## config.mk

```make
export PLATFORM = sky130hd
export DESIGN_NAME = multi_switch_debouncer_core_flat
export DESIGN_NICKNAME = d
export VERILOG_FILES = /design/src/rtl/msd_pkg.sv /design/src/rtl/msd_if.sv /design/src/rtl/msd_prescaler.sv /design/src/rtl/msd_lane.sv /design/src/rtl/msd_merge.sv /design/src/rtl/multi_switch_debouncer_core.sv /design/src/flat_wrapper.sv
export VERILOG_INCLUDE_DIRS = /design/src /design/src/rtl
export SDC_FILE = /design/constraint.sdc
export NUM_CORES = 1
export LEC_CHECK = 0
export ABC_CLOCK_PERIOD_IN_PS = 6500
export BUFFER_PORTS_ARGS = -buffer_cell sky130_fd_sc_hd__buf_4
export CAP_MARGIN = 25
export CORE_ASPECT_RATIO = 0.8
export CORE_MARGIN = 2
export CORE_UTILIZATION = 46
export DETAILED_ROUTE_END_ITERATION = 8
export GPL_TIMING_DRIVEN = 0
export PLACE_DENSITY = 0.64
export SLEW_MARGIN = 20
export SYNTH_ARGS = -nofsm -noshare
export SYNTH_HDL_FRONTEND = slang
export SYNTH_SLANG_ARGS = --single-unit
```

## constraint.sdc

```tcl
create_clock -name clk -period 6.5 [get_ports clk]
set_input_delay 0.325 -clock clk [delete_from_list [all_inputs] [get_ports clk]]
set_output_delay 0.325 -clock clk [all_outputs]
set_load 0.02 [all_outputs]
```

## src/rtl/assert_macros.svh

```systemverilog
// ---------------------------------------------------------------------------
// Assertion macros shared by the debouncer RTL.
// ---------------------------------------------------------------------------
`ifndef ASSERT_MACROS_SVH
`define ASSERT_MACROS_SVH

// Checks an implication on every rising edge of clk outside of reset.
`define MSD_ASSERT(lbl, prop, msg) \
    lbl: assert property (@(posedge clk) disable iff (!rst_n) prop) else $error(msg);

// Checks a property on every rising edge of clk, reset included.
`define MSD_ASSERT_ALWAYS(lbl, prop, msg) \
    lbl: assert property (@(posedge clk) prop) else $error(msg);

`endif

```

## src/rtl/msd_pkg.sv

```systemverilog
// ---------------------------------------------------------------------------
// msd_pkg
// Shared widths, register indexes and types of the switch debouncer.
// ---------------------------------------------------------------------------
`default_nettype none

package msd_pkg;

    localparam int NUM_SWITCHES = 10;
    localparam int MASK_W       = 10;
    localparam int PERIOD_W     = 8;
    localparam int COUNT_W      = 8;
    localparam int CFG_DATA_W   = 64;
    localparam int CFG_IDX_W    = 2;
    localparam int TIMES_LOW_W  = 64;
    localparam int TIMES_HIGH_W = 16;
    localparam int TIMES_W      = TIMES_LOW_W + TIMES_HIGH_W;

    localparam logic [CFG_IDX_W-1:0] REG_SAMPLE_PERIOD = 2'd0;
    localparam logic [CFG_IDX_W-1:0] REG_TIMES_LOW     = 2'd1;
    localparam logic [CFG_IDX_W-1:0] REG_TIMES_HIGH    = 2'd2;

    localparam logic [PERIOD_W-1:0] PERIOD_RESET = 8'd100;

    typedef struct packed {
        logic valid;
        logic sample;
    } step_t;

endpackage

`default_nettype wire

```

## src/rtl/msd_if.sv

```systemverilog
// ---------------------------------------------------------------------------
// msd_levels_if / msd_result_if
// Valid/ready channels for raw switch levels and debounced results.
// ---------------------------------------------------------------------------
`default_nettype none

interface msd_levels_if;
    logic                          valid;
    logic                          ready;
    logic [msd_pkg::MASK_W-1:0]    raw_levels;

    modport source (output valid, output raw_levels, input ready);
    modport sink   (input valid, input raw_levels, output ready);
endinterface

interface msd_result_if;
    logic                          valid;
    logic                          ready;
    logic [msd_pkg::MASK_W-1:0]    confirmed_mask;
    logic                          sampled;

    modport source (output valid, output confirmed_mask, output sampled, input ready);
    modport sink   (input valid, input confirmed_mask, input sampled, output ready);
endinterface

`default_nettype wire

```

## src/rtl/msd_prescaler.sv

```systemverilog
// ---------------------------------------------------------------------------
// msd_prescaler
// Counts ticks up to the sample period and flags the ticks that sample.
// ---------------------------------------------------------------------------
`default_nettype none

module msd_prescaler (
    input  wire                            clk,
    input  wire                            rst_n,
    input  wire                            accept,
    input  wire [msd_pkg::PERIOD_W-1:0]    sample_period,
    output msd_pkg::step_t                 step
);

    logic [msd_pkg::PERIOD_W-1:0] tick_count_reg;
    logic [msd_pkg::PERIOD_W-1:0] tick_count_next;
    logic [msd_pkg::PERIOD_W-1:0] tick_bumped;
    logic                         sample_hit;

    always_comb
    begin
        if (tick_count_reg < sample_period)
        begin
            tick_bumped = tick_count_reg + 1'b1;
        end
        else
        begin
            tick_bumped = tick_count_reg;
        end
        sample_hit = (tick_bumped >= sample_period);
        if (!accept)
        begin
            tick_count_next = tick_count_reg;
        end
        else if (sample_hit)
        begin
            tick_count_next = '0;
        end
        else
        begin
            tick_count_next = tick_bumped;
        end
        step.valid  = accept;
        step.sample = accept && sample_hit;
    end

    always_ff @(posedge clk or negedge rst_n)
    begin
        if (!rst_n)
        begin
            tick_count_reg <= '0;
        end
        else
        begin
            tick_count_reg <= tick_count_next;
        end
    end

endmodule

`default_nettype wire

```

## src/rtl/msd_lane.sv

```systemverilog
// ---------------------------------------------------------------------------
// msd_lane
// Debounce state of one switch: last sample, stable count, confirmed level.
// ---------------------------------------------------------------------------
`default_nettype none

module msd_lane (
    input  wire                            clk,
    input  wire                            rst_n,
    input  wire msd_pkg::step_t            step,
    input  wire                            level,
    input  wire [msd_pkg::COUNT_W-1:0]     debounce_time,
    output logic                           confirmed,
    output logic                           confirmed_next
);

    logic                         prev_reg;
    logic                         prev_next;
    logic [msd_pkg::COUNT_W-1:0]  count_reg;
    logic [msd_pkg::COUNT_W-1:0]  count_next;
    logic                         confirmed_reg;

    always_comb
    begin
        prev_next      = prev_reg;
        count_next     = count_reg;
        confirmed_next = confirmed_reg;
        if (step.sample)
        begin
            if (prev_reg != level)
            begin
                prev_next  = level;
                count_next = debounce_time;
            end
            else if (count_reg != '0)
            begin
                count_next = count_reg - 1'b1;
                if (count_reg == {{(msd_pkg::COUNT_W-1){1'b0}}, 1'b1})
                begin
                    confirmed_next = level;
                end
            end
            else
            begin
                confirmed_next = level;
            end
        end
    end

    always_ff @(posedge clk or negedge rst_n)
    begin
        if (!rst_n)
        begin
            prev_reg      <= 1'b0;
            count_reg     <= '0;
            confirmed_reg <= 1'b0;
        end
        else
        begin
            prev_reg      <= prev_next;
            count_reg     <= count_next;
            confirmed_reg <= confirmed_next;
        end
    end

    assign confirmed = confirmed_reg;

endmodule

`default_nettype wire

```

## src/rtl/msd_merge.sv

```systemverilog
// ---------------------------------------------------------------------------
// msd_merge
// Gathers the lane results into the confirmed bitmap and holds the result.
// ---------------------------------------------------------------------------
`default_nettype none

module msd_merge (
    input  wire                                clk,
    input  wire                                rst_n,
    input  wire msd_pkg::step_t                step,
    input  wire [msd_pkg::NUM_SWITCHES-1:0]    lane_bits,
    output logic                               can_accept,
    msd_result_if.source                       result
);

    logic                         valid_reg;
    logic                         valid_next;
    logic [msd_pkg::MASK_W-1:0]   mask_reg;
    logic [msd_pkg::MASK_W-1:0]   mask_next;
    logic                         sampled_reg;

    always_comb
    begin
        mask_next = '0;
        mask_next[msd_pkg::NUM_SWITCHES-1:0] = lane_bits;
        can_accept = !valid_reg || result.ready;
        if (step.valid)
        begin
            valid_next = 1'b1;
        end
        else if (result.ready)
        begin
            valid_next = 1'b0;
        end
        else
        begin
            valid_next = valid_reg;
        end
    end

    always_ff @(posedge clk or negedge rst_n)
    begin
        if (!rst_n)
        begin
            valid_reg <= 1'b0;
        end
        else
        begin
            valid_reg <= valid_next;
        end
    end

    always_ff @(posedge clk)
    begin
        if (step.valid)
        begin
            mask_reg    <= mask_next;
            sampled_reg <= step.sample;
        end
    end

    assign result.valid          = valid_reg;
    assign result.confirmed_mask = mask_reg;
    assign result.sampled        = sampled_reg;

endmodule

`default_nettype wire

```

## src/rtl/multi_switch_debouncer_core.sv

```systemverilog
// ---------------------------------------------------------------------------
// multi_switch_debouncer_core
// Ten-switch debouncer driven by timer ticks, one lane per switch.
//
// Channel   Dir   Payload                     Transaction
// levels    in    raw_levels[9:0]             one timer tick
// result    out   confirmed_mask[9:0],sampled one result per tick
// cfg       in    cfg_index, cfg_data[63:0]   one register write
//
// A new tick is accepted every cycle unless a held result stalls it;
// all lanes update in parallel on each sampled tick and the merged result is
// registered. A held result blocks the next tick only while it is unread.
// Reset clears the prescaler, lane state and result valid; sample_period
// resets to 100 and the debounce times to zero.
// ---------------------------------------------------------------------------
`default_nettype none

`include "assert_macros.svh"

module multi_switch_debouncer_core (
    input  wire                                clk,
    input  wire                                rst_n,
    msd_levels_if.sink                         levels,
    msd_result_if.source                       result,
    input  wire                                cfg_we,
    input  wire [msd_pkg::CFG_IDX_W-1:0]       cfg_index,
    input  wire [msd_pkg::CFG_DATA_W-1:0]      cfg_data
);

    logic [msd_pkg::PERIOD_W-1:0]      sample_period_reg;
    logic [msd_pkg::TIMES_LOW_W-1:0]   times_low_reg;
    logic [msd_pkg::TIMES_HIGH_W-1:0]  times_high_reg;
    logic [msd_pkg::TIMES_W-1:0]       times_all;
    logic                              accept;
    logic                              can_accept;
    msd_pkg::step_t                    step;
    logic [msd_pkg::NUM_SWITCHES-1:0]  lane_conf;
    logic [msd_pkg::NUM_SWITCHES-1:0]  lane_conf_next;

    always_ff @(posedge clk or negedge rst_n)
    begin
        if (!rst_n)
        begin
            sample_period_reg <= msd_pkg::PERIOD_RESET;
            times_low_reg     <= '0;
            times_high_reg    <= '0;
        end
        else if (cfg_we)
        begin
            unique case (cfg_index)
                msd_pkg::REG_SAMPLE_PERIOD:
                    sample_period_reg <= cfg_data[msd_pkg::PERIOD_W-1:0];
                msd_pkg::REG_TIMES_LOW:
                    times_low_reg <= cfg_data[msd_pkg::TIMES_LOW_W-1:0];
                msd_pkg::REG_TIMES_HIGH:
                    times_high_reg <= cfg_data[msd_pkg::TIMES_HIGH_W-1:0];
                default:
                begin
                end
            endcase
        end
    end

    assign times_all    = {times_high_reg, times_low_reg};
    assign levels.ready = can_accept;
    assign accept       = levels.valid && can_accept;

    msd_prescaler u_prescaler (
        .clk           (clk),
        .rst_n         (rst_n),
        .accept        (accept),
        .sample_period (sample_period_reg),
        .step          (step)
    );

    for (genvar ch = 0; ch < msd_pkg::NUM_SWITCHES; ch++)
    begin : g_lane
        msd_lane u_lane (
            .clk            (clk),
            .rst_n          (rst_n),
            .step           (step),
            .level          (levels.raw_levels[ch]),
            .debounce_time  (times_all[msd_pkg::COUNT_W*ch +: msd_pkg::COUNT_W]),
            .confirmed      (lane_conf[ch]),
            .confirmed_next (lane_conf_next[ch])
        );
    end

    msd_merge u_merge (
        .clk        (clk),
        .rst_n      (rst_n),
        .step       (step),
        .lane_bits  (lane_conf_next),
        .can_accept (can_accept),
        .result     (result)
    );

    `MSD_ASSERT(a_accept_gives_result, accept |=> result.valid, "accepted tick lost its result")
    `MSD_ASSERT(a_idle_lanes_hold, !step.sample |=> $stable(lane_conf), "lanes changed without a sample")
    `MSD_ASSERT(a_result_matches_lanes, accept |=> (result.confirmed_mask[msd_pkg::NUM_SWITCHES-1:0] == lane_conf), "result differs from lane state")
    `MSD_ASSERT_ALWAYS(a_sample_needs_accept, step.sample |-> accept, "sample without an accepted tick")

endmodule

`default_nettype wire
```

## src/flat_wrapper.sv

```systemverilog
// flat-port wrapper written by rule: the top's interface ports become plain ports
module multi_switch_debouncer_core_flat 
  (clk, rst_n, cfg_we, cfg_index, cfg_data, levels_valid, levels_raw_levels, levels_ready, result_valid, result_confirmed_mask, result_sampled, result_ready);
  msd_levels_if levels_i ();
  msd_result_if result_i ();
  input  wire clk;
  input  wire rst_n;
  input  wire cfg_we;
  input  wire [msd_pkg::CFG_IDX_W-1:0] cfg_index;
  input  wire [msd_pkg::CFG_DATA_W-1:0] cfg_data;
  input wire logic [$bits(levels_i.valid)-1:0] levels_valid;
  input wire logic [$bits(levels_i.raw_levels)-1:0] levels_raw_levels;
  output wire logic [$bits(levels_i.ready)-1:0] levels_ready;
  output wire logic [$bits(result_i.valid)-1:0] result_valid;
  output wire logic [$bits(result_i.confirmed_mask)-1:0] result_confirmed_mask;
  output wire logic [$bits(result_i.sampled)-1:0] result_sampled;
  input wire logic [$bits(result_i.ready)-1:0] result_ready;
  assign levels_i.valid = levels_valid;
  assign levels_i.raw_levels = levels_raw_levels;
  assign levels_ready = levels_i.ready;
  assign result_valid = result_i.valid;
  assign result_confirmed_mask = result_i.confirmed_mask;
  assign result_sampled = result_i.sampled;
  assign result_i.ready = result_ready;
  multi_switch_debouncer_core u_core (.clk(clk), .rst_n(rst_n), .levels(levels_i), .result(result_i), .cfg_we(cfg_we), .cfg_index(cfg_index), .cfg_data(cfg_data));
endmodule
```

## After elaboration in Yosys (flattened, before gate mapping)

Cells that the tools add are included.

| word-level totals | value |
|---|---|
| register bits after elaboration | 208 |
| bits of input ports | 81 |
| output and inout port bits | 13 |

| operators by class | value |
|---|---|
| add/sub/neg operators | 11 |
| $lt $le $gt $ge | 2 |
| eq/ne operators | 22 |
| multiplexer cells | 64 |
| reductions and logical operators | 49 |

Operator list:

| kind | number |
|---|---|
| 8-bit two-way mux | 22 |
| 8-bit by 1-bit == test with 1-bit output, second input constant | 10 |
| 8-bit nonzero test | 10 |
| 8-bit by 1-bit subtractor with 8-bit output, second input constant | 10 |
| 2-bit AND reduction | 23 |
| 1-bit two-way mux | 42 |
| 2-bit nonzero test | 11 |
| 1-bit inequality test | 10 |
| 8-bit by 1-bit adder with 8-bit output, second input constant | 1 |
| 8-bit >= comparator | 1 |
| 8-bit < comparator | 1 |
| 2-bit by 1-bit == test with 1-bit output, second input constant | 1 |
| 2-bit == test, second input constant | 1 |
| 1-bit logical AND | 2 |
| 2-bit logical NOT | 1 |
| 1-bit logical NOT | 1 |
| 1-bit logical OR | 1 |

## Longest topological paths before layout

Gate-level depths: netlist of run 1.

| logic depth | value |
|---|---|
| word-level depth | 5 |
| gate-level depth with buffers | 16 |
| depth with buffers taken out | 14 |

## Modules after synthesis

Synthesis of run 1 repeated with hierarchy kept, for this count alone.

| second synthesis, totals | value |
|---|---|
| cells, all modules | 1052 |
| area, all modules | 11491.0 sq um |

Modules (own cells, without submodules):

| module | instances | cells an instance | area each (sq um) | seq. area each (sq um) |
|---|---|---|---|---|
| msd_lane at u_core.g_lane[0].u_lane ... | 9 | 74 | 686.9 | 250.2 |
| multi_switch_debouncer_core | 1 | 188 | 3338.2 | 2205.9 |
| msd_prescaler | 1 | 109 | 915.9 | 200.2 |
| msd_lane at u_core.g_lane[3].u_lane | 1 | 75 | 676.9 | 250.2 |
| msd_merge | 1 | 14 | 377.9 | 355.3 |

## Worst setup path before layout of run 1

OpenSTA, ideal clock, no wires.

| path | value |
|---|---|
| path kind | register -> register |
| start point | register u_core.sample_period_reg[2] (netlist bit) |
| end point | register u_core.u_merge.mask_reg, in the netlist u_core.u_merge.result.confirmed_mask[1], data pin |
| library setup time | 0.267 ns |
| data arrival time | 3.432 ns |
| data required time | 6.233 ns |
| setup slack | 2.801 ns |
| cell stages (with the launch flop) | 14 |
| buffers on the path | 2 |
| clock period less this slack | 3.699 ns |
| cells stage by stage | dfstp_2 > inv_1 > ha_1 > a211oi_1 > o21ai_0 > a21oi_2 > mux2_2 > ha_1 > a2111oi_4 > o31ai_4 > buf_6 > buf_6 > o2111ai_1 > mux2_1 |

| on the way | value |
|---|---|
| cells in the longest elaborated chain, start to end | 5 |

RTL lines:

| element | line | text |
|---|---|---|
| from (decl) | multi_switch_debouncer_core.sv:30 | `logic [msd_pkg::PERIOD_W-1:0] sample_period_reg;` |
| from (signal assigned) | multi_switch_debouncer_core.sv:44 | `sample_period_reg <= msd_pkg::PERIOD_RESET;` |
| from (signal assigned) | multi_switch_debouncer_core.sv:52 | `sample_period_reg <= cfg_data[msd_pkg::PERIOD_W-1:0];` |
| 8-bit < comparator | msd_prescaler.sv:22 | `if (tick_count_reg < sample_period)` |
| 8-bit two-way mux | msd_prescaler.sv:22 |  |
| 8-bit >= comparator * | msd_prescaler.sv:30 | `sample_hit = (tick_bumped >= sample_period);` |
| 1-bit logical AND * | msd_prescaler.sv:44 | `step.sample = accept && sample_hit;` |
| 1-bit two-way mux * | msd_lane.sv:28 | `if (step.sample)` |
| net u_core.g_lane[1].u_lane.confirmed_next | msd_lane.sv:14 | `output logic confirmed_next` |
| to (signal assigned) | msd_merge.sv:57 | `mask_reg <= mask_next;` |
| to (decl) | msd_merge.sv:18 | `logic [msd_pkg::MASK_W-1:0] mask_reg;` |

The timed path passes the listed nets; every way through them passes the cells marked *.
A chain may end at the register's enable or synchronous reset.

## Worst setup path in the final report of run 1

| path | value |
|---|---|
| start point | register u_core.sample_period_reg[2] (netlist bit) |
| end point | register u_core.u_merge.mask_reg, in the netlist u_core.u_merge.result.confirmed_mask[4], data pin |

| on the way | value |
|---|---|
| cells in the longest elaborated chain, start to end | 5 |

RTL lines:

| element | line |
|---|---|
| 8-bit < comparator | msd_prescaler.sv:22 |
| 8-bit two-way mux | msd_prescaler.sv:22 |
| 8-bit >= comparator * | msd_prescaler.sv:30 |
| 1-bit logical AND * | msd_prescaler.sv:44 |
| 1-bit two-way mux * | msd_lane.sv:28 |
| net u_core.g_lane[4].u_lane.confirmed_next | msd_lane.sv:14 |

Marked as above.

==> results by group, run 1 <==
Status
  • Status: finished clean

Routing
  • DRC Markers: 0
  • Iter 0 DRT Violations: between 800 and 900
  • Vias per cell: between 5 and 6
  • WL final: 28,700 µm
  • Routed len/inst: 19.1 µm
  • DRT Pass-1 Iters: 6
  • Via count: between 8k and 9k
  • Antenna-violating nets left: 0

Cells and area
  • Area growth syn-to-layout: 17.6%
  • Fraction of layout instances using a drive strength above 1: 25.4%
  • Fillers: 2,122
  • Layout Nets: ~1.3k
  • Final core occ: 55.3%
  • Sequential Area: ~0.0053 mm²
  • Number of flip-flops in the largest register: 80
  • Area of the multi-input gates: roughly 0.0054 mm²

Job
  • Maxcap violations: 0

Die
  • Site row count: 50
  • Initial Util: a little under half
  • Chip width: 177 µm
  • CORE AREA: 0.0235 mm²
  • Die area: 0.0253 mm²
  • Die height: 143 µm
  • Num ports: 94

Timing
  • RSZ-0062 raised after global routing: no
  • Fin. max-slew vios: 0
  • Clock skew: 0.0235 ns
  • Setup TNS: 0 ns
  • Crit share post-route: between 60 and 70%
  • Peak Freq: approximately 0.24 GHz
  • Setup violators final: 0
  • Period minus WS final: 4.19 ns
  • Hold violation total from the final report: 0
  • Slew HR: 33.9%
  • Worst-Margin Slew: 0.992 ns

Clock network
  • CTS tree: done
  • Latest clock arrival within the worst-skew pair: 0.52 ns
  • CTS Buf Count: 23
  • Clock Tree Buf Depth: 3
  • Clock Sinks: 208
  • CTS Root Cell: clkbuf_16
  • H-tree levels: 1
  • Clock transition at path regs: 0.06 ns
  • # resized after CTS: 0

Yosys
  • Post-Syn Instances: 1,052
  • Post-synth top flop: dfrtp_1
  • Yosys top cell area share: 43.9%
  • Yosys warning count: 0
  • Most area-consuming cells after synthesis: dfrtp_1, mux2_2, ha_1, o21ai_0, edfxtp_1
  • Post-synth EDFFs: 11
  • Synth top cells by count: dfrtp_1, mux2_2, nor2_1, o21ai_0, a21oi_1
  • Net count after synthesis: 1,179
  • Synth area leader: dfrtp_1
  • Synth Register Bits: 208
  • Post-Syn Area: approximately 0.011 mm²
  • Register area share after synthesis: a little under half
  • Syn Area/Cell: 10.5 µm²
  • Most frequent cell after synthesis: dfrtp_1
  • Async S/R FF share, synth: between 90% and 100%
  • Synth unique cells: 78

Setup path
  • CP top delay family: compound AO/OA/AOI/OAI gates
  • Worst Setup End Kind: flop
  • CP peak stage delay: 0.51 ns
  • Crit path buf inv count: 3
  • Startpoint Class: flop
  • Data required time of the critical path: 6.76 ns
  • Critical-path cell list: inv_1 > ha_1 > a211oi_1 > o21ai_0 > a21oi_2 > mux2_2 > ha_1 > a2111oi_4 > o31ai_4 > buf_6 > buf_6 > o2111ai_1 > mux2_1
  • Arr. time, crit path: 4.45 ns
  • Critical path class: reg2reg
  • Worst Path Max Fanout: 10
  • Critical-path top delay cell: dfstp_2

Power
  • Leak: 5.61 nW
  • Pwr Density: around 480 mW/mm²
  • Max VDD drop: 0.254 mV

Placed design
  • Gpl congestion: ~0.88
  • I/O Buffers: slightly above 90
  • Hpwl dp: 20,000 µm

GRT
  • Grt total ovfl: 0
  • GR Util All Layers: 23.4%
  • Largest net degree at the start of global routing: 96
  • Number of global-route vias before repair: between 8k and 9k
  • Initial antenna violation count: 0
  • First-pass GRT wire length: 46,500 µm

Min path
  • Hold crit path type: in2reg
per-stage QoR:
step                      total power [mW]  setup slack (ns)  area (µm²)  hold WS, ns  std cells
after floorplan                       3.98              2.80       11100       0.0294       1052
after global routing                  6.63              2.06       13000      0.00404       1502
final                                 6.19              2.31       13000       0.0126       1503
after CTS                             6.18              2.33       13000      0.00105       1502
after detailed placement              4.82              2.35       12200        0.233       1459
after global placement                4.75              2.35       12100        0.471       1457
cell usage in the layout (no fill, tap or decap), drive strengths merged, types with 13 or more instances in the layout:
cell and n:
dfrtp 194, buf 113, mux2 102, nor2 89, o21ai 84, a21oi 65, clkbuf 57, nand2 52
inv 47, ha 46, nor3 38, nand3 28, o31ai 23, a31oi 18, xnor2 17, a211oi 15
nor4 14, a31o 13
metal layers:
| metal | up-vias | GRT usage [%] | share of wire, % |
|---|---|---|---|
| met4 | 0 | 4.14 | 1.4 |
| li1 | 4151 | - | - |
| met1 | 4309 | 36.6 | 48 |
| met5 | - | 0 | 0 |
| met3 | 27 | 3.54 | 7.0 |
| met2 | 310 | 34.5 | 43 |
logic make-up after synthesis:
kind of cell | after synthesis | synth area share, %
AO/OA/AOI/OAI | 289 | 17.4
XOR/XNOR | 27 | 2.27
buffers and inverters | 91 | 3.52
adder cells (fa/ha/maj) | 46 | 5.20
flip-flops | 208 | 47.6
AND/OR/NAND/NOR | 282 | 13.0
multiplexers | 109 | 11.0
layout make-up:
cell class | count | area share [%]
diodes | 1 | 0.0192
flip-flops and latches | 208 | 40.5
clock inverters | 12 | 0.914
well taps | 312 | 3.00
plain buffers | 45 | 1.67
repair buffers | 96 | 5.93
clock buffers | 30 | 5.09
inverters | 46 | 1.33
multi-input cells | 753 | 41.6
what timing repair did:
item	in CTS	in global routing
hold buffers	1	0
setup buffers	0	0
hold endpoints to repair	39	0
worst register-to-register path, stage by stage, from the launching register on:
cell       delay [ns]
dfstp_2          0.51
inv_1            0.07
ha_1             0.29
a211oi_1         0.30
o21ai_0          0.23
a21oi_2          0.39
mux2_2           0.39
ha_1             0.32
a2111oi_4        0.09
o31ai_4          0.41
buf_6            0.23
buf_6            0.18
o2111ai_1        0.16
mux2_1           0.36
final timing paths:
| path | from | to | slack [ns] | cells past startpoint |
|---|---|---|---|---|
| worst min-delay path | levels_valid | u_core.u_merge.result.valid$_DFFE_PN0P_ | 0.01 | 2 |
| max in group asynchronous | rst_n | u_core.g_lane[5].u_lane.count_reg[2]$_DFFE_PN0P_ | 5.14 | 4 |
| worst min register to register | u_core.g_lane[2].u_lane.confirmed$_DFF_PN0_ | u_core.g_lane[2].u_lane.confirmed$_DFF_PN0_ | 0.49 | 1 |
| worst max-delay path | u_core.sample_period_reg[2]$_DFFE_PN1P_ | u_core.u_merge.result.confirmed_mask[4]$_DFFE_PP_ | 2.31 | 13 |
| min in group asynchronous | rst_n | u_core.times_high_reg[9]$_DFFE_PN0P_ | 0.29 | 2 |
| worst max register to register | u_core.sample_period_reg[2]$_DFFE_PN1P_ | u_core.u_merge.result.confirmed_mask[4]$_DFFE_PP_ | 2.31 | 13 |
where the power goes:
| part | switching [mW] | internal (mW) | total (mW) | leakage, nW |
|---|---|---|---|---|
| Clock | 0.543 | 0.798 | 1.34 | 0.388 |
| Sequential | 0.393 | 1.72 | 2.12 | 2.52 |
| Combinational | 1.66 | 1.07 | 2.73 | 2.70 |
Note: power is estimated with default switching activity, not from simulation.
==> run 2: changes to the inputs <==
--- a/config.mk
+++ b/config.mk
@@ -6,7 +6,7 @@
 export SDC_FILE = /design/constraint.sdc
 export NUM_CORES = 1
 export LEC_CHECK = 0
-export ABC_CLOCK_PERIOD_IN_PS = 6500
+export ABC_CLOCK_PERIOD_IN_PS = 4340
 export BUFFER_PORTS_ARGS = -buffer_cell sky130_fd_sc_hd__buf_4
 export CAP_MARGIN = 25
 export CORE_ASPECT_RATIO = 0.8
==> constraint.sdc (replaced) <==
create_clock -name clk -period 4.34 [get_ports clk]
set_input_delay 0.217 -clock clk [delete_from_list [all_inputs] [get_ports clk]]
set_output_delay 0.217 -clock clk [all_outputs]
set_load 0.02 [all_outputs]
==> run 2 against run 1 <==
Net effect:
- clock skew rose by 0.00086 ns
- largest power group unchanged
- register-to-register slack got worse by 2.1 ns
- critical path depth did not move
- worst setup slack got worse by 2.1 ns
- highest routed layer unchanged
- die area did not move
- first-iteration DRC count fell by 7.6%
- design area rose by 6.0%
- sequential power rose by 50%
- final cell count rose by 5.2%
- count of clock-buffer cells in the layout did not move
- fmax rose by 2.0%
- critical endpoint unchanged
==> results by group, run 2 (synthesis gave the netlist of run 1 again) <==
Status
  • Status: finished clean

Cells and area
  • Final core occ: 58.6% (+3.3 points)
  • Post-route insts no fill: 1,581 (+5.2%)
  • Area of the multi-input gates: 0.00541 mm² (unchanged)
  • Layout Nets: 1,378 (+6.0%)
  • Fraction of layout instances using a drive strength above 1: 24.0% (-1.4 points)
  • Number of flip-flops in the largest register: 80 (unchanged)
  • Fillers: 2,046 (-3.6%)
  • Most frequent cells in the layout: dfrtp_1, mux2_2, buf_4, nor2_1, o21ai_0
  • Most common cell after layout, fill and taps aside: dfrtp_1
  • Non-Filler Cell Area, Final: 0.0138 mm² (+6.0%)
  • Sequential Area: 0.00526 mm² (unchanged)
  • Area growth syn-to-layout: 24.6%

GRT
  • Largest net degree at the start of global routing: 96 (unchanged)
  • Grt total ovfl: 0 (unchanged)
  • Met1 usage: 36.9% (+0.29 points)
  • First-pass GRT wire length: 47,600 µm (+2.4%)
  • Number of global-route vias before repair: 8,721 (+3.7%)
  • Met2 track demand over resource: 36.0% (+1.5 points)
  • GR Util All Layers: 23.9% (+0.52 points)
  • Top Usage Layer GRT: met1
  • Global routing met3 resource utilization: 3.43% (-0.11 points)
  • Initial antenna violation count: 0 (unchanged)

Clock network
  • CTS Root Cell: clkbuf_16
  • H-tree levels: 1 (unchanged)
  • Latest clock arrival within the worst-skew pair: 0.52 ns (about the same)
  • CTS tree: done
  • CTS Buf Count: 23 (unchanged)
  • Clock transition at path regs: 0.06 ns (about the same)
  • Clock Tree Buf Depth: 3 (unchanged)
  • Clock Sinks: 208 (unchanged)

Routing
  • DRT Pass-1 Iters: 6 (unchanged)
  • Vias per cell: 5.76 (-1.5%)
  • Antenna-violating nets left: 0 (unchanged)
  • Iter 0 DRT Violations: 807 (-7.6%)
  • DRC Markers: 0 (unchanged)
  • Via count: 9,114 (+3.6%)
  • WL final: 29,500 µm (+2.8%)
  • Routed len/inst: 18.7 µm (-2.3%)

Die
  • Num ports: 94 (unchanged)
  • Initial Util: 47.0% (unchanged)
  • Site row count: 50 (unchanged)
  • Die height: 143 µm (unchanged)
  • Chip width: 177 µm (unchanged)
  • CORE AREA: 0.0235 mm² (unchanged)
  • Die area: 0.0253 mm² (unchanged)

Setup path
  • CP peak stage delay: 0.51 ns (about the same)
  • Data required time of the critical path: 4.60 ns (-2.16 ns)
  • Critical path class: reg2reg
  • Arr. time, crit path: 4.37 ns (-0.08 ns)
  • Worst Setup End Kind: flop
  • Worst Path Max Fanout: 10 (unchanged)
  • Critical-path top delay cell: dfstp_2
  • Startpoint Class: flop
  • Critical-path cell list: inv_1 > ha_1 > a211oi_1 > o21ai_0 > a21oi_2 > mux2_2 > ha_1 > a2111oi_4 > o31ai_4 > buf_6 > buf_6 > o2111ai_1 > mux2_1
  • CP top delay family: compound AO/OA/AOI/OAI gates
  • Crit path buf inv count: 3 (unchanged)

Power
  • Pwr Density: 679 mW/mm² (+43%)
  • Leak: 5.93 nW (+5.8%)
  • Max VDD drop: 0.376 mV (+48%)
  • Overall power: 9.36 mW (+51%)

Timing
  • Peak Freq: 0.243 GHz (+2.0%)
  • Slew HR: 31.3% (-2.6 points)
  • Worst Hold Slack: 0.0756 ns (+0.0630 ns)
  • Final worst setup slack: 0.232 ns (-2.08 ns)
  • Fin. max-slew vios: 0 (unchanged)
  • Period minus WS final: 4.11 ns (-0.0813 ns)
  • Worst-Margin Slew: 1.03 ns (+0.0384 ns)
  • Clock skew: 0.0244 ns (+0.000856 ns)
  • Setup TNS: 0 ns (unchanged)
  • Hold violation total from the final report: 0 (unchanged)
  • Crit share post-route: 94.7% (+30 points)
  • Setup violators final: 0 (unchanged)

Min path
  • Hold crit path type: in2reg

Placed design
  • Pre-CTS worst setup slack: 0.189 ns (-2.16 ns)
  • I/O Buffers: 93 (unchanged)
  • Hpwl dp: 20,000 µm (unchanged)
  • Placement Cell Area: 0.0122 mm² (unchanged)
  • Dpl cells: 1,459 (unchanged)
  • Gpl congestion: 0.883 (unchanged)

Job
  • Maxcap violations: 0 (unchanged)
-- run 2: cell types whose count changed in the layout (fill, tap and decap cells not counted), sizes merged --
cell and change:
dlygate4sd3 +76, buf +2
-- run 2: worst min-delay path: cells and delay by family --
kind                   cells  cell delay [ns]
AO/OA/AOI/OAI              1             0.08
AND/OR/NAND/NOR            2             0.17
buffers and inverters      1             0.09
-- run 2: final cells by class --
type | count | area share (%)
Multi-Input combinational cell | 753 | 39.2
Buffer | 45 | 1.58
Timing Repair Buffer | 174 | 11.2
Sequential cell | 208 | 38.2
Inverter | 46 | 1.25
Clock buffer | 30 | 4.80
Antenna cell | 1 | 0.0182
Tap cell | 312 | 2.83
Clock inverter | 12 | 0.863
-- run 2: metal layers --
metal | routed length (µm) | part of all wire [%] | vias up
met1 | 14400 | 49 | 4501
met4 | 394 | 1.3 | 0
li1 | - | - | 4306
met5 | 0 | 0 | -
met3 | 1720 | 5.8 | 29
met2 | 13000 | 44 | 278
-- run 2: worst paths after layout --
path	from	end	slack (ns)	cells past startpoint
max in group asynchronous	rst_n	u_core.g_lane[5].u_lane.count_reg[2]$_DFFE_PN0P_	3.07	4
min in group asynchronous	rst_n	u_core.times_high_reg[9]$_DFFE_PN0P_	0.18	2
hold / removal	cfg_index[0]	u_core.sample_period_reg[2]$_DFFE_PN1P_	0.08	4
hold reg to reg	u_core.g_lane[2].u_lane.confirmed$_DFF_PN0_	u_core.g_lane[2].u_lane.confirmed$_DFF_PN0_	0.49	1
setup / recovery	u_core.sample_period_reg[2]$_DFFE_PN1P_	u_core.u_merge.result.confirmed_mask[4]$_DFFE_PP_	0.23	13
setup reg to reg	u_core.sample_period_reg[2]$_DFFE_PN1P_	u_core.u_merge.result.confirmed_mask[4]$_DFFE_PP_	0.23	13
-- run 2: repair_timing --
item / 4_1_cts / 5_1_grt
hold endpoints to repair: 140 / 1
setup buffers: 0 / 2
hold buffers: 76 / 1
resized for setup: 0 / 1
setup endpoints to repair: 0 / 19
-- run 2: where the power goes --
part / switching (mW) / leakage [nW] / internal, mW
Combinational: 2.50 / 3.03 / 1.68
Clock: 0.808 / 0.388 / 1.19
Sequential: 0.595 / 2.52 / 2.58
Total: 3.90 / 5.93 / 5.45
==> run 3: changes to the inputs <==
--- a/config.mk
+++ b/config.mk
@@ -6,15 +6,16 @@
 export SDC_FILE = /design/constraint.sdc
 export NUM_CORES = 1
 export LEC_CHECK = 0
-export ABC_CLOCK_PERIOD_IN_PS = 4340
+export ABC_CLOCK_PERIOD_IN_PS = 3900
 export BUFFER_PORTS_ARGS = -buffer_cell sky130_fd_sc_hd__buf_4
 export CAP_MARGIN = 25
 export CORE_ASPECT_RATIO = 0.8
 export CORE_MARGIN = 2
 export CORE_UTILIZATION = 46
 export DETAILED_ROUTE_END_ITERATION = 8
+export GPL_ROUTABILITY_DRIVEN = 0
 export GPL_TIMING_DRIVEN = 0
-export PLACE_DENSITY = 0.64
+export PLACE_DENSITY = 0.75
 export SLEW_MARGIN = 20
 export SYNTH_ARGS = -nofsm -noshare
 export SYNTH_HDL_FRONTEND = slang
==> constraint.sdc (replaced) <==
create_clock -name clk -period 3.9 [get_ports clk]
set_input_delay 0.195 -clock clk [delete_from_list [all_inputs] [get_ports clk]]
set_output_delay 0.195 -clock clk [all_outputs]
set_load 0.02 [all_outputs]
==> run 3 against run 2 <==
Net effect:
- the flow now finishes with violations (negative setup slack)
- clock power grew 7%
- via count grew 2.2%
- die area is the same
- sequential share of layout area shrank 0.54 points
- sequential cell count is the same
- register-to-register slack lost 0.24 ns
- non-clock buffer count grew 8
- fmax grew 5.3%
- routed wire length grew 2.4%
- first-iteration DRC count grew 7.6%
- critical endpoint unchanged
- largest cell class unchanged
- highest routed layer unchanged
==> results by group, run 3 (synthesis gave the netlist of run 1 again) <==
Clock network
  • H-tree levels: 1 (unchanged)
  • Clock Sinks: 208 (unchanged)
  • Latest clock arrival within the worst-skew pair: 0.51 ns (about the same)
  • CTS tree: done
  • CTS Buf Count: 22 (-4.3%)
  • Clock Tree Buf Depth: 3 (unchanged)
  • Clock transition at path regs: 0.06 ns (about the same)
  • CTS Root Cell: clkbuf_16

Routing
  • Antenna-violating nets left: 0 (unchanged)
  • Vias per cell: 5.87 (+1.9%)
  • DRC Markers: 0 (unchanged)
  • DRT Pass-1 Iters: 5 (-1)
  • WL final: 30,200 µm (+2.4%)
  • Via count: 9,317 (+2.2%)
  • Routed len/inst: 19.0 µm (+2.0%)
  • Iter 0 DRT Violations: 868 (+7.6%)

Setup path
  • Data required time of the critical path: 4.16 ns (-0.44 ns)
  • Critical-path top delay cell: dfrtp_2
  • Critical path class: reg2reg
  • Worst Path Max Fanout: 10 (unchanged)
  • CP peak stage delay: 0.44 ns (-0.07 ns)
  • Worst Setup End Kind: flop
  • Critical-path cell list: ha_1 > o211ai_1 > or2_4 > o211ai_1 > or2_2 > xnor2_1 > ha_1 > nand4_1 > o31ai_4 > buf_6 > buf_6 > buf_8 > o2111ai_2 > mux2_4
  • Startpoint Class: flop
  • Arr. time, crit path: 4.16 ns (-0.21 ns)

Timing
  • Clock skew: 0.0125 ns (-0.0119 ns)
  • Setup TNS: -0.00339 ns (-0.00339 ns)
  • Hold violation total from the final report: 0 (unchanged)
  • Final worst setup slack: -0.00339 ns (-0.235 ns)
  • Peak Freq: 0.256 GHz (+5.3%)
  • Worst-Margin Slew: 0.966 ns (-0.0646 ns)
  • Crit share post-route: 100% (+5.4 points)
  • Setup violators final: 1 (+1)
  • Period minus WS final: 3.90 ns (-0.205 ns)
  • Slew HR: 35.6% (+4.3 points)
  • Fin. max-slew vios: 0 (unchanged)

Cells and area
  • Most common cell after layout, fill and taps aside: dfrtp_1
  • Layout Nets: 1,385 (+0.51%)
  • Fraction of layout instances using a drive strength above 1: 25.8% (+1.8 points)
  • Area growth syn-to-layout: 26.5%
  • Sequential Area: 0.00527 mm² (about the same)
  • Most frequent cells in the layout: dfrtp_1, buf_4, mux2_2, nor2_1, o21ai_0
  • Number of flip-flops in the largest register: 80 (unchanged)
  • Ant. Diodes: 0 (-1)
  • Fillers: 1,953 (-4.5%)
  • Final core occ: 59.5% (+0.87 points)
  • Area of the multi-input gates: 0.00557 mm² (+3.0%)

Power
  • Max VDD drop: 0.702 mV (+87%)
  • Seq pwr share: 33.3% (-0.7 points)
  • Leak: 5.98 nW (+0.81%)
  • Overall power: 10.7 mW (+14%)
  • NetSw: 4.50 mW (+15%)
  • Clock power share: 20.0% (-1.4 points)
  • Pwr Density: 766 mW/mm² (+13%)
  • Sw frac: 42.0% (+0.32 points)
  • Gate power share: 46.7% (+2.1 points)
  • Int Pwr: 6.21 mW (+14%)

GRT
  • Number of global-route vias before repair: 9,009 (+3.3%)
  • First-pass GRT wire length: 47,700 µm (+0.25%)
  • Initial antenna violation count: 0 (unchanged)
  • Largest net degree at the start of global routing: 98 (+2.1%)
  • GR Util All Layers: 23.7% (-0.21 points)
  • Grt total ovfl: 0 (unchanged)

Min path
  • Hold crit path type: in2reg

Die
  • CORE AREA: 0.0235 mm² (unchanged)
  • Die area: 0.0253 mm² (unchanged)
  • Die height: 143 µm (unchanged)
  • Chip width: 177 µm (unchanged)
  • Num ports: 94 (unchanged)
  • Site row count: 50 (unchanged)
  • Initial Util: 47.0% (unchanged)

Placed design
  • Hpwl dp: 19,800 µm (-1.1%)
  • I/O Buffers: 93 (unchanged)

Job
  • Maxcap violations: 0 (unchanged)

Status
  • Status: finished, violations left
  • Failing checks: negative setup slack
[run 3: cell types whose count changed in the layout (fill, tap and decap cells not counted), sizes merged]
cell,change
bufinv,-1
clkbuf,+6
inv,-1
buf,+4
clkinv,-1
diode,-1
clkinvlp,-1
[run 3: path summary, 6_finish.rpt]
kind                       depth (start not counted)                                              from                                                 to  slack [ns]
max                                               14  u_core.u_prescaler.tick_count_reg[3]$_DFFE_PN0P_  u_core.u_merge.result.confirmed_mask[4]$_DFFE_PP_      -0.003
min                                                4                                      cfg_index[0]            u_core.sample_period_reg[2]$_DFFE_PN1P_        0.05
max reg2reg                                       14  u_core.u_prescaler.tick_count_reg[3]$_DFFE_PN0P_  u_core.u_merge.result.confirmed_mask[4]$_DFFE_PP_      -0.003
min reg2reg                                        1  u_core.g_lane[2].u_lane.count_reg[5]$_DFFE_PN0P_   u_core.g_lane[2].u_lane.count_reg[5]$_DFFE_PN0P_        0.49
max in group asynchronous                          3                                             rst_n   u_core.g_lane[4].u_lane.count_reg[7]$_DFFE_PN0P_        2.96
min in group asynchronous                          2                                             rst_n        u_core.g_lane[9].u_lane.confirmed$_DFF_PN0_        0.17
[run 3: through the flow]
| step | worst slack [ns] | instance area, µm² | std cells | hold slack [ns] |
|---|---|---|---|---|
| final | -0.00339 | 14000 | 1586 | 0.0528 |
| after global routing | -0.104 | 14000 | 1586 | 0.106 |
| after global placement | -0.206 | 12100 | 1457 | 0.401 |
| after floorplan | 0.201 | 11100 | 1052 | -0.101 |
| after CTS | 0.0000457 | 13800 | 1579 | 0.0428 |
| after detailed placement | -0.271 | 12200 | 1459 | 0.0962 |
[run 3: power by group through the flow]
| stage | Clock (mW) | Sequential, mW | Combinational [mW] |
|---|---|---|---|
| finish | 2.15 | 3.56 | 5.00 |
| global route | 2.26 | 3.65 | 5.44 |
| CTS | 2.18 | 3.52 | 4.68 |
| detailed placement | 0 | 3.54 | 4.47 |
| global placement | 0 | 3.51 | 4.32 |
| floorplan | 0 | 3.38 | 3.25 |
[run 3: routing by layer]
metal | share of wire [%] | track usage (%) | vias up
met5 | 0 | 0 | -
met4 | 2.1 | 6.00 | 0
met3 | 7.5 | 3.57 | 55
met2 | 45 | 36.5 | 408
met1 | 45 | 35.1 | 4543
li1 | - | - | 4311
[run 3: area by class of cell]
type / count / area share [%]
multi-input cells: 753 / 39.8
flip-flops and latches: 208 / 37.7
repair buffers: 182 / 11.5
clock buffers: 32 / 4.86
well taps: 312 / 2.79
plain buffers: 45 / 1.68
inverters: 46 / 1.23
clock inverters: 8 / 0.447
[run 3: timing repair]
action	4_1_cts	5_1_grt
gates cloned	0	0
gates resized for setup	11	30
hold buffers	77	0
buffers inserted	3	7
endpoints found under the setup margin	84	56
hold endpoints to repair	220	0
pin swaps	4	7
[run 3: worst max-delay path, delay by kind of cell, from the launching register on]
kind / cells / cell delay (ns)
flops: 1 / 0.44
fa+ha+maj: 2 / 0.61
xor+xnor: 1 / 0.15
compound gates: 4 / 0.87
buf+inv: 3 / 0.49
mux: 1 / 0.34
simple gates: 3 / 0.73
